**config.mk**
```make
export PLATFORM = sky130hd
export DESIGN_NAME = lfst_ctrl
export DESIGN_NICKNAME = d
export VERILOG_FILES = /design/src/sv/lfst_pkg.sv /design/src/sv/lfst_ctrl.sv
export SDC_FILE = /design/constraint.sdc
export NUM_CORES = 1
export LEC_CHECK = 0
export BUFFER_PORTS_ARGS = -buffer_cell sky130_fd_sc_hd__buf_2
export CAP_MARGIN = 25
export CORE_AREA = 4 4 41 43
export CTS_CLUSTER_SIZE = 20
export DETAILED_ROUTE_END_ITERATION = 6
export DIE_AREA = 0 0 45 47
export PLACE_DENSITY = 0.52
export SKIP_CTS_REPAIR_TIMING = 1
export SLEW_MARGIN = 40
export SYNTH_ARGS = -nofsm -noshare
export SYNTH_HDL_FRONTEND = slang
export SYNTH_SLANG_ARGS = --single-unit
export TNS_END_PERCENT = 10
```
**constraint.sdc**
```tcl
create_clock -name clk -period 1.9 [get_ports clk]
set_input_delay 0.095 -clock clk [delete_from_list [all_inputs] [get_ports clk]]
set_output_delay 0.095 -clock clk [all_outputs]
set_load 0.005 [all_outputs]
```
**src/sv/lfst_pkg.sv**
```systemverilog
package lfst_pkg;

    localparam int MAX_SEGMENTS     = 4096;
    localparam int SEG_AW           = $clog2(MAX_SEGMENTS);
    localparam int COUNT_W          = SEG_AW + 1;
    localparam int NUM_STRIPS       = 64;
    localparam int PIXELS_PER_STRIP = 600;
    localparam int PAINT_W          = 10;
    localparam int HEADER_BYTES     = 8 + 8 + 8;
    localparam int BYTES_PER_PIXEL  = 3;

    localparam logic [55:0] TAG_WORD    = 56'h4C65644275726E;
    localparam logic [15:0] STALE_RESET = 16'd500;

    // Divide by three: q = (x * DIV3_MUL) >> DIV3_SHIFT, exact for any 16-bit x
    localparam logic [16:0] DIV3_MUL   = 17'd43691;
    localparam int          DIV3_SHIFT = 17;
    localparam int          NPIX_W     = 15;

    // Bitmap entries carry the epoch of the frame that set them; zero means clear
    localparam int         EPOCH_W     = 8;
    localparam logic [EPOCH_W-1:0] EPOCH_FIRST = EPOCH_W'(1);
    // Sweep once the epoch gets this high; the pass waits for an empty bitmap or runs
    // ahead of a resync, so the epoch climbs at most one more step before it
    localparam logic [EPOCH_W-1:0] EPOCH_LIMIT = {EPOCH_W{1'b1}} - EPOCH_W'(2);

    localparam int         APB_AW        = 3;
    localparam logic [0:0] REG_STALE_WIN = 1'b0;

    typedef enum logic [1:0] {
        ST_OK          = 2'd0,
        ST_MALFORMED   = 2'd1,
        ST_BAD_SEGMENT = 2'd2,
        ST_STALE       = 2'd3
    } status_t;

    typedef struct packed {
        logic [55:0] magic_tag;
        logic [7:0]  version;
        logic [15:0] packet_length;
        logic [31:0] frame_id;
        logic [31:0] segment_total;
        logic [31:0] segment_index;
        logic [15:0] strip_number;
        logic [15:0] first_pixel;
    } in_item_t;

    typedef struct packed {
        status_t            status;
        logic               flush_before;
        logic               paint_enable;
        logic [15:0]        paint_strip;
        logic [15:0]        paint_start;
        logic [PAINT_W-1:0] paint_count;
        logic               duplicate;
        logic               frame_complete;
    } out_item_t;

    typedef struct packed {
        logic load;
        logic commit;
        logic sweep_wr;
    } ctrl_cmd_t;

    typedef struct packed {
        logic need_sweep;
        logic sweep_first;
        logic sweep_last;
    } dp_status_t;

    typedef enum logic [1:0] {
        S_SWEEP      = 2'd0,
        S_IDLE       = 2'd1,
        S_LOOK       = 2'd2,
        S_HOLD_SWEEP = 2'd3
    } state_t;

endpackage

```
**src/sv/lfst_ctrl.sv**
```systemverilog
module lfst_ctrl (
    input  logic                clk,
    input  logic                rst_n,
    input  logic                in_valid,
    output logic                in_ready,
    output logic                out_valid,
    input  logic                out_ready,
    input  lfst_pkg::dp_status_t dp_status,
    output lfst_pkg::ctrl_cmd_t  cmd
);

    import lfst_pkg::*;

    state_t state_reg, state_next;
    logic   out_valid_reg, out_valid_next;

    always_ff @(posedge clk or negedge rst_n)
    begin
        if (!rst_n)
        begin
            state_reg     <= S_SWEEP;
            out_valid_reg <= 1'b0;
        end
        else
        begin
            state_reg     <= state_next;
            out_valid_reg <= out_valid_next;
        end
    end

    always_comb
    begin
        state_next     = state_reg;
        out_valid_next = out_valid_reg && !out_ready;
        in_ready       = 1'b0;
        cmd            = '0;
        case (state_reg)
            S_SWEEP:
            begin
                cmd.sweep_wr = 1'b1;
                if (dp_status.sweep_last)
                begin
                    state_next = S_IDLE;
                end
            end
            S_IDLE:
            begin
                if (dp_status.need_sweep)
                begin
                    state_next = S_SWEEP;
                end
                else
                begin
                    in_ready = 1'b1;
                    if (in_valid)
                    begin
                        cmd.load   = 1'b1;
                        state_next = S_LOOK;
                    end
                end
            end
            S_LOOK:
            begin
                // clear the bitmap first when this header resyncs at a high epoch
                if (dp_status.sweep_first)
                begin
                    state_next = S_HOLD_SWEEP;
                end
                // hold the item until the output register is free
                else if (!out_valid_reg || out_ready)
                begin
                    cmd.commit     = 1'b1;
                    out_valid_next = 1'b1;
                    state_next     = S_IDLE;
                end
            end
            S_HOLD_SWEEP:
            begin
                cmd.sweep_wr = 1'b1;
                if (dp_status.sweep_last)
                begin
                    state_next = S_LOOK;
                end
            end
            default:
            begin
                state_next = S_SWEEP;
            end
        endcase
    end

    assign out_valid = out_valid_reg;

endmodule

```
==> insert_results.sql <==
INSERT INTO impl_metrics (metric_group, metric, value, unit) VALUES
('outcome', 'run_status', 'complete, no violations', ''),
('setup_path', 'max_stage_delay', '0.41', 'ns'),
('grt', 'global_route_wire_length_before_repair', '779', 'um'),
('clock_network', 'maximum_count_of_clock_buffers_along_a_single_path', '2', ''),
('routing', 'routed-via-count', '212', ''),
('sta', 'final_hold_violation_count', '0', ''),
('grt', 'antenna_violations_before_repair', '0', ''),
('setup_path', 'rr_worst_depth', '5', ''),
('clock_network', 'clock_insertion_delay_worst_skew', '0.23', 'ns'),
('floorplan', 'io_pins', '12', ''),
('sta', 'setup_viol', '0', ''),
('cells_and_area', 'layout.nets', '54', ''),
('setup_path', 'worstSetupPathDepth', '5', ''),
('clock_network', 'worst_setup_hold_path_clk_slew', '0.04', 'ns'),
('placement', 'place.detailed.instances', '51', ''),
('power_and_ir_drop', 'total_switching_power', '0.1627', 'mW'),
('setup_path', 'worst_ep_required_time', '2.02', 'ns'),
('cells_and_area', 'layout-area-overhead-vs-synth', '43.35', '%'),
('grt', 'grt_start_max_net_pins', '5', ''),
('setup_path', 'setup.worst_path.class', 'register to register', ''),
('sta', 'maxSlewViolCount', '0', ''),
('clock_network', 'h-tree-depth', '1', ''),
('job', 'cap_violations', '0', ''),
('floorplan', 'die-height', '47', 'um'),
('grt', 'groute.usage.overall', '5.529', '%'),
('setup_path', 'critical_path.cell_chain', 'inv_1 > ha_1 > nand2b_1 > o221a_4 > mux2_4', ''),
('setup_path', 'crit_fanout', '4', ''),
('power_and_ir_drop', 'netSwitchingFraction', '36.42', '%'),
('placement', 'gp_routability_congestion', '0.6893', ''),
('power_and_ir_drop', 'cell_internal_pwr', '0.2841', 'mW'),
('synth', 'yosys_warnings', '0', ''),
('cells_and_area', 'post_route_cells_drive_above_1_share', '41.46', '%'),
('power_and_ir_drop', 'ir_drop', '0.0003503', 'V'),
('routing', 'remaining_drc_errors', '0', ''),
('setup_path', 'end_kind', 'register', ''),
('cells_and_area', 'final_cell_count_no_fill', '56', ''),
('floorplan', 'design.core.area', '0.001301', 'mm^2'),
('floorplan', 'die_footprint', '0.002115', 'mm^2'),
('synth', 'syn-num-nets', '37', ''),
('synth', 'synth_seq_area_share', '29.56', '%'),
('sta', 'grt_setup_unrepaired', 'false', ''),
('routing', 'drtAntennaViolNets', '0', ''),
('clock_network', 'buffer_cell_driving_the_clock_tree_root', 'sky130_fd_sc_hd__clkbuf_4', ''),
('synth', 'post_synth_inst_count', '25', ''),
('routing', 'post_detailed_routing_wire_length', '539', 'um'),
('power_and_ir_drop', 'powerDensity', '1227', 'mW/mm^2'),
('power_and_ir_drop', 'power_frac_seq', '24.1', '%'),
('routing', 'vias_per_cell', '3.786', ''),
('clock_network', 'cts_buffers', '3', ''),
('setup_path', 'cp-start-kind', 'register', ''),
('synth', 'synth.ff_latch_count', '3', ''),
('sta', 'tightest_slew', '0.1633', 'ns'),
('power_and_ir_drop', 'leakage', '0.2101', 'nW'),
('floorplan', 'die-width', '45', 'um'),
('setup_path', 'worst-path-buf-inv', '1', ''),
('hold_path', 'whs_path_depth', '3', ''),
('power_and_ir_drop', 'clock_power_share', '25.8', '%'),
('floorplan', 'initial_core_util', '19.52', '%'),
('setup_path', 'critical_path_cell_with_the_highest_stage_delay', 'sky130_fd_sc_hd__dfrtp_1', ''),
('power_and_ir_drop', 'power.share.combinational', '50.1', '%'),
('cells_and_area', 'fill_cells', '146', ''),
('synth', 'post_synth_instance_area', '254.0', 'um^2'),
('grt', 'grt_overflow', '0', ''),
('routing', 'drt_pass1_iterations', '4', ''),
('floorplan', 'std_cell_rows', '13', ''),
('routing', 'detailedRoute.firstIterationViolations', '2', ''),
('grt', 'number_of_global_route_vias_before_repair', '209', ''),
('clock_network', 'tritoncts_num_sinks', '3', ''),
('setup_path', 'cpLargestDelayFamily', 'flip-flops', ''),
('routing', 'wl_per_cell', '9.625', 'um'),
('sta', 'timing.fmax', '667.1', 'MHz');
-- synth_stat cells (all sizes together) --
cell    count  area, um^2
a21oi       2       10.01
and2        1       6.260
dfrtp       3       75.07
ha          5       62.56
inv         4       15.01
mux2        1       15.01
mux2i       1       10.01
nand2       1       3.750
nand2b      3       18.77
nor2        1       3.750
nor2b       1       6.260
o21bai      1       7.510
o221a       1       20.02
-- worst min-delay path, stage by stage --
cell	delay, ns
sky130_fd_sc_hd__buf_2	0.07
sky130_fd_sc_hd__nand2b_1	0.15
sky130_fd_sc_hd__nand2_1	0.06
-- per-layer routing --
| metal | GRT usage [%] | share of wire (%) |
|---|---|---|
| met5 | 0 | 0 |
| met4 | 7.018 | 4.3 |
| met3 | 1.533 | 12 |
| met2 | 8.757 | 43 |
| met1 | 5.227 | 41 |
-- cells by family after synthesis --
group                      synth area share, %
and+or+nand+nor                          15.27
adders and majority gates                24.63
AOI/OAI and AO/OA                        14.78
buffers and inverters                    5.910
DFF                                      29.56
muxes                                    9.851
-- cells in the final DEF (no fill, tap or decap), drive strengths merged, types with 2 or more instances in the layout --
master / synthesis / final
dfrtp: 3 / 3
clkbuf: 0 / 4
ha: 5 / 5
buf: 0 / 11
a21oi: 2 / 2
inv: 4 / 4
nand2b: 3 / 3
-- stage by stage --
step                instance area [um^2]  util (%)  power, mW  hold WS, ns  worst slack, ns
floorplan                          254.0         -     0.2652      -0.2006           0.5001
global placement                   327.8     25.19     0.3360      -0.1048           0.4096
detailed placement                 327.8     25.19     0.3353      -0.1008           0.4104
CTS                                354.1     27.21     0.4564      -0.3537           0.3931
global route                       364.1     27.98     0.4887       0.1982           0.3253
finish                             364.1     27.98     0.4468       0.1841           0.4011
-- path summary, 6_finish.rpt --
| path | from | to | slack, ns |
|---|---|---|---|
| worst max-delay path | state_reg[1] | state_reg[1] | 0.40 |
| worst min-delay path | out_ready | out_valid | 0.18 |
| worst max register to register | state_reg[1] | state_reg[1] | 0.40 |
| worst min register to register | out_valid | out_valid | 0.53 |
| max in group asynchronous | rst_n | state_reg[0] | 1.60 |
| min in group asynchronous | rst_n | out_valid | 0.19 |
-- power by group through the flow --
stage	registers, mW	logic (mW)	clock network, mW
global placement	0.111	0.225	0
detailed placement	0.108	0.227	0
floorplan	0.104	0.161	0
CTS	0.109	0.228	0.120
finish	0.108	0.224	0.115
global route	0.110	0.254	0.124
-- layout make-up --
class	count	area, um^2	share of cell area (%)
Clock buffer	4	26.28	7.216
Inverter	4	15.01	4.124
Multi-Input combinational cell	18	163.9	45.02
Sequential cell	3	75.07	20.62
Tap cell	15	18.77	5.155
Timing Repair Buffer	12	65.06	17.87
No activity file was read; power rests on OpenSTA's default activity.
